`src/hw/rtl/lru_cache_access_cost_macros.svh`:
```
// Assertion macros shared by the LRU cache access cost RTL.
// No dependencies; included by the files that carry assertions.
`ifndef LRU_CACHE_ACCESS_COST_MACROS_SVH
`define LRU_CACHE_ACCESS_COST_MACROS_SVH

// Checked on every clock edge outside reset.
`define LCA_ASSERT(label, prop, msg) \
   label: assert property (@(posedge clock) disable iff (reset) prop) else $error(msg);

// Checked on every clock edge, reset included.
`define LCA_ASSERT_RST(label, prop, msg) \
   label: assert property (@(posedge clock) prop) else $error(msg);

`endif

```
`src/hw/rtl/lca_ram.sv`:
```
// Generic single-port-write, single-port-read RAM with registered read data.
// No dependencies.
module lca_ram #(
   parameter int WIDTH = 8,
   parameter int DEPTH = 32
) (
   input  logic                                     clock,
   input  logic                                     we,
   input  logic [((DEPTH > 1) ? $clog2(DEPTH) : 1)-1:0] waddr,
   input  logic [WIDTH-1:0]                         wdata,
   input  logic                                     re,
   input  logic [((DEPTH > 1) ? $clog2(DEPTH) : 1)-1:0] raddr,
   output logic [WIDTH-1:0]                         rdata
);

   logic [WIDTH-1:0] mem_ff [DEPTH];
   logic [WIDTH-1:0] rdata_ff;

   always_ff @(posedge clock) begin
      if (we) mem_ff[waddr] <= wdata;
      if (re) rdata_ff <= mem_ff[raddr];
   end

   assign rdata = rdata_ff;

endmodule

```
`config.mk`:
```
export PLATFORM = sky130hd
export DESIGN_NAME = lca_ram
export DESIGN_NICKNAME = d
export VERILOG_FILES = /design/src/hw/rtl/lru_cache_access_cost_macros.svh /design/src/hw/rtl/lca_ram.sv
export SDC_FILE = /design/constraint.sdc
export NUM_CORES = 1
export LEC_CHECK = 0
export ABC_AREA = 1
export BUFFER_PORTS_ARGS = -buffer_cell sky130_fd_sc_hd__buf_2
export CORE_ASPECT_RATIO = 1.4
export CORE_UTILIZATION = 30
export DETAILED_ROUTE_END_ITERATION = 12
export REMOVE_ABC_BUFFERS = 1
export SYNTH_ARGS = -nofsm -noshare
export SYNTH_HDL_FRONTEND = slang
export SYNTH_SLANG_ARGS = --single-unit
```
`constraint.sdc`:
```
create_clock -name clock -period 1.34 [get_ports clock]
set_input_delay 0.201 -clock clock [delete_from_list [all_inputs] [get_ports clock]]
set_output_delay 0.201 -clock clock [all_outputs]
set_load 0.01 [all_outputs]
```
==> run_results.csv, run 1 <==
group,metric,value,unit
global_route,grt_pass1_wl,41000,µm
drt,postRouteAntennaNets,0,
sta,min_period_over_period,96.4,%
logic_synthesis,ys_types,11,
drt,wirelength,26700,µm
clock_tree,cts_made_buffers,25,
sta,slew_headroom,46.4,%
sta,final.setup.worst_slack,48.3,ps
cells_and_area,num_antenna_cells,0,
drt,drt-vias-per-instance,4.73,
clock_tree,cts.path.max_buffers,3,
global_route,grt_usage,14.9,%
clock_tree,clk_pin_slew,60,ps
critical_path,worst_ep_required_time,1620,ps
drt,vias,7046,
sta,fin_setup_tns,0,ps
logic_synthesis,postSynthCellCount,922,
pwr,power.leakage,4.83,nW
drt,routedWlPerCell,18.0,µm
logic_synthesis,yosys.area.top_type,"edfxtp_1",
sta,fin_crit,1290,ps
outcome,status,"finished clean",
logic_synthesis,yosys_warnings,0,
pwr,total_power,0.0183,W
clock_tree,h-tree-depth,1,
cells_and_area,fill_cells,3484,
sta,fmax,774,MHz
logic_synthesis,synth_area,10900,µm²
sta,worst_clock_skew,21.6,ps
floorplanning,rows,82,
sta,final_hold_viol_count,0,
critical_path,startpoint_type,"flop",
logic_synthesis,synth_async_sr_flop_share,0,%
clock_tree,clock_sinks,264,
clock_tree,cts_tree,"yes",
clock_tree,clk_latency,540,ps
global_route,grt_max_degree,45,
sta,setup_viol,0,
logic_synthesis,synth_top_cell_area_share,73.0,%
drt,dr.first_iter.drc_count,484,
placement,place_area,12000,µm²
logic_synthesis,syn_avg_cell_area,11.8,µm²
critical_path,worst-path-max-fanout,1,
floorplanning,die_w,163,µm
drt,dr.pass1.iters,5,
sta,rsz0062_at_grt,"false",
logic_synthesis,yosysMostFrequentCell,"nand2_1",
logic_synthesis,synth_ff_type,"edfxtp_1",
logic_synthesis,synth.area.top_cells,"edfxtp_1 73%, nand2_1 12%, nand3_1 9.4%, buf_6 2.5%, nor2_1 1.1%",
placement,dp_slack,-337,ps
sta,report.final.slew_viol_count,0,
placement,portBuffers,28,
critical_path,crit_path_end_kind,"flop",
sta,tightest_slew,803,ps
min_path,hp-class,"primary input to flop",
floorplanning,fp.dieArea,37000,µm²
global_route,grt_remaining_overflow,0,
global_route,grt_pass1_vias,6937,
floorplanning,core,35700,µm²
logic_synthesis,ys_ff_latch,264,
global_route,antenna_found_initial,3,
floorplanning,dieHeight,227,µm
cells_and_area,fin_util,36.3,%
critical_path,crit_arrival,1580,ps
flow_run,cap_violations,0,
clock_tree,root_buffer,"clkbuf_16",
drt,remaining_drc_errors,0,
pwr,peakVddDrop,0.00113,V
logic_synthesis,synthTopCellsByCount,"360 x nand2_1, 264 x edfxtp_1, 204 x nand3_1",
cells_and_area,nNetsFinal,1029,
placement,gp_congestion,0.894,
cells_and_area,drive_gt1_share,16.7,%
cells_and_area,fin_area,13000,µm²
floorplanning,start_util,30.4,%
logic_synthesis,synth-edff-count,264,
placement,dpl.hpwl,17400,µm
cells_and_area,area_growth,19.2,%
critical_path,critPathKind,"flop to flop",
floorplanning,pin_count,29,
logic_synthesis,yosysSeqAreaShare,73.0,%
pwr,power-per-cell-area,1420,nW/µm²
[stage by stage]
| step | std cells | hold slack (ps) |
|---|---|---|
| global route | 1489 | 87.4 |
| global placement | 1442 | 555 |
| CTS | 1489 | 60.7 |
| floorplan | 870 | 300 |
| finish | 1489 | 89.6 |
| detailed placement | 1442 | 549 |
[cell type report]
cell class | instances | area (µm²) | area share (%)
Clock buffer | 27 | 633 | 4.89
Sequential cell | 264 | 7930 | 61.2
Inverter | 10 | 38.8 | 0.299
Tap cell | 462 | 578 | 4.46
Timing Repair Buffer | 111 | 931 | 7.18
Multi-Input combinational cell | 596 | 2560 | 19.8
Clock inverter | 19 | 289 | 2.23
[where the power goes]
part           switching (W)  total [W]  internal, W  leakage, nW
Combinational       0.000857    0.00125     0.000398         2.01
Clock                0.00305    0.00785      0.00480        0.436
Sequential         0.0000256    0.00924      0.00921         2.39
Total                0.00393     0.0183       0.0144         4.83
[state kept, by name (all words and copies together), names as in the netlist]
signal  flops
mem_ff    256
rdata       8
[final timing paths]
kind | startpoint | to | slack [ps] | cells after the start
setup reg to reg | mem_ff[5][2] | rdata[2] | 50 | 8
hold / removal | raddr[4] | rdata[4] | 90 | 3
hold reg to reg | mem_ff[14][1] | rdata[1] | 820 | 8
setup / recovery | mem_ff[5][2] | rdata[2] | 50 | 8
[what timing repair did]
item / 4_1_cts / 5_1_grt
setup endpoints to repair: 0 / 8
gates resized for setup: 0 / 16
endpoints found under the hold margin: 7 / 0
hold buffers: 1 / 0
buffers inserted: 0 / 0
[logic make-up after synthesis]
logic type             share of synthesized area (%)
buffers and inverters                           4.11
flip-flops                                      73.0
AND/OR/NAND/NOR                                 22.9
[critical path, cell delays in order (launching register included)]
cell and delay [ps]:
edfxtp_1 370, nand2_1 70, nand3_1 100, nand3_1 150, nand2_2 110, nand2_1 70
nand2_1 60, nand2_1 60, nand2_1 60
[per-layer routing]
layer / GRT usage [%] / part of all wire (%) / routed length, µm / vias to the layer above
li1: - / - / - / 3378
met1: 16.8 / 38 / 10200 / 3422
met2: 27.2 / 53 / 14100 / 176
met3: 1.93 / 4.4 / 1170 / 64
met4: 7.66 / 4.5 / 1210 / 6
met5: 0 / 0.15 / 41 / -
[cells in the final DEF (no fill, tap or decap)]
cell type	count
nand2_2	5
nand3_1	193
nand2_1	355
clkinv_2	5
inv_6	2
nor2_1	32
buf_12	13
edfxtp_1	264
clkinv_1	1
bufinv_16	7
clkbuf_16	25
clkinvlp_4	5
inv_2	1
inv_1	8
dlygate4sd3_1	1
nand3_2	11
buf_2	27
clkbuf_1	2
buf_4	70
Note: power is estimated with default switching activity, not from simulation.
==> run 2, diff against run 1 <==
==> constraint.sdc (replaced) <==
create_clock -name clock -period 1.7 [get_ports clock]
set_input_delay 0.255 -clock clock [delete_from_list [all_inputs] [get_ports clock]]
set_output_delay 0.255 -clock clock [all_outputs]
set_load 0.01 [all_outputs]
==> run 2 against run 1 <==
  * Hold slack worse by 21 ps
  * Largest cell class unchanged
  * Via count is 1.0% lower
  * Critical path depth is the same
  * Core utilization down 0.61 points
  * Combinational power fell by 23%
  * Clock-buffer cell count stayed put
  * Sequential share of layout area grew 1.1 points
  * Routed wire length fell by 0.88%
  * Flip-flop and latch count did not move
  * Design area decreased by 1.7%
  * Setup slack better by 360 ps
  * Critical endpoint is now rdata[1]
  * Power decreased by 24%
==> run_results.csv, run 2 (synthesized netlist as in run 1, its figures left out) <==
group,metric,value,unit
cells_and_area,fin_util,35.7,%
cells_and_area,largest_reg_flops,256,
clock_tree,cts_hold_buffers,0,
sta,final_hold_viol_count,0,
critical_path,crit_path_end_kind,"flop",
clock_tree,clk_pin_slew,60,ps
clock_tree,cts.path.max_buffers,3,
global_route,grt_max_degree,49,
cells_and_area,area_growth,17.2,%
clock_tree,clk_latency,530,ps
cells_and_area,top_register,"mem_ff",
critical_path,crit_arrival,1580,ps
sta,report.final.slew_viol_count,0,
global_route,grt_pass1_wl,40000,µm
clock_tree,post-cts-setup-buffers,0,
global_route,grt_pass1_vias,6869,
placement,portBuffers,28,
sta,setup_viol,0,
critical_path,worst_ep_required_time,1980,ps
sta,min_period_over_period,76.3,%
drt,routedWlPerCell,17.9,µm
global_route,grt_remaining_overflow,0,
placement,dpl.hpwl,17100,µm
floorplanning,rows,82,
cells_and_area,nNetsFinal,1023,
pwr,power.leakage,4.75,nW
cells_and_area,fill_cells,3468,
global_route,grt_busiest_layer,"met2",
clock_tree,h-tree-depth,1,
critical_path,startpoint_type,"flop",
placement,place_inst,1438,
global_route,grt_usage,14.6,%
clock_tree,cts_resized,0,
cells_and_area,mostFrequentLayoutCell,"nand2_1",
sta,fin_crit,1300,ps
sta,worst_clock_skew,9.18,ps
sta,tightest_slew,529,ps
pwr,power-per-cell-area,1090,nW/µm²
drt,drt-vias-per-instance,4.71,
critical_path,critPathKind,"flop to flop",
cells_and_area,regArea,7930,µm²
pwr,peakVddDrop,0.000614,V
sta,fmax,771,MHz
floorplanning,core,35700,µm²
floorplanning,fp.dieArea,37000,µm²
global_route,use_met1,16.3,%
sta,rsz0062_at_grt,"false",
drt,dr.first_iter.drc_count,529,
placement,gp_congestion,0.826,
floorplanning,dieHeight,227,µm
global_route,antenna_found_initial,3,
clock_tree,root_buffer,"clkbuf_16",
floorplanning,die_w,163,µm
cells_and_area,layout_common_cells,"360 x nand2_1, 264 x edfxtp_1, 204 x nand3_1",
floorplanning,pin_count,29,
drt,wirelength,26500,µm
floorplanning,start_util,30.4,%
drt,remaining_drc_errors,0,
min_path,hp-class,"primary input to flop",
cells_and_area,final_cells,1482,
clock_tree,cts_made_buffers,24,
clock_tree,clock_sinks,264,
sta,slew_headroom,64.7,%
drt,dr.pass1.iters,5,
drt,vias,6975,
clock_tree,cts_tree,"yes",
flow_run,cap_violations,0,
global_route,met2_usage,26.8,%
drt,postRouteAntennaNets,0,
cells_and_area,multi_input_area,2490,µm²
critical_path,worst-path-max-fanout,1,
cells_and_area,drive_gt1_share,14.1,%
outcome,status,"finished clean",
global_route,met3_usage,2.02,%
run 2: changes by cell type in the layout (fill, tap and decap cells not counted), moves of 2 or more:
| cell | delta |
|---|---|
| bufinv_16 | -3 |
| nand3_1 | +11 |
| nand2_2 | -5 |
| buf_4 | -3 |
| nand3_2 | -11 |
| clkinv_1 | +4 |
| nand2_1 | +5 |
| clkinv_4 | +2 |
| clkinvlp_4 | -4 |
run 2: metal layers:
layer | part of all wire, % | wire length [µm] | vias up
met5 | 0.098 | 26 | -
met4 | 4.6 | 1230 | 4
met3 | 4.5 | 1200 | 65
met2 | 53 | 14000 | 153
met1 | 38 | 10000 | 3394
li1 | - | - | 3359
run 2: worst paths after layout:
| path | from | end | slack, ps | cells past startpoint |
|---|---|---|---|---|
| setup / recovery | mem_ff[21][1] | rdata[1] | 400 | 8 |
| hold / removal | re | rdata[4] | 70 | 1 |
| setup reg to reg | mem_ff[21][1] | rdata[1] | 400 | 8 |
| hold reg to reg | mem_ff[14][5] | rdata[5] | 850 | 8 |
run 2: power breakdown:
| group | internal, W | switching [W] |
|---|---|---|
| registers | 0.00726 | 0.0000199 |
| clock network | 0.00330 | 0.00232 |
| logic | 0.000299 | 0.000662 |
| total | 0.0109 | 0.00300 |
run 2: critical path, cell delays in order (launching register included):
cell	delay, ps
edfxtp_1	370
nand2_1	80
nand3_1	100
nand3_1	150
nand2_1	70
nand2_1	50
nand2_1	100
nand2_1	80
nand2_1	50
run 2: stage by stage:
step / total power (W) / hold WS (ps) / area [µm²] / setup WS [ps] / TNS (ps)
6_report: 0.0139 / 68.2 / 12700 / 404 / 0
5_1_grt: 0.0143 / 68.8 / 12700 / 294 / 0
4_1_cts: 0.0140 / 60.1 / 12700 / 385 / 0
3_5_place_dp: 0.00839 / 609 / 11900 / -33.6 / -44.3
3_3_place_gp: 0.00838 / 604 / 11900 / -21.7 / -21.7
2_1_floorplan: 0.00781 / 354 / 10500 / -182 / -1410
run 2: area by class of cell:
class	instances	share of cell area (%)
diodes	1	0.0196
clock buffers	27	4.97
clock inverters	16	1.47
inverters	10	0.304
multi-input cells	596	19.6
flip-flops and latches	264	62.2
well taps	462	4.54
repair buffers	106	6.90
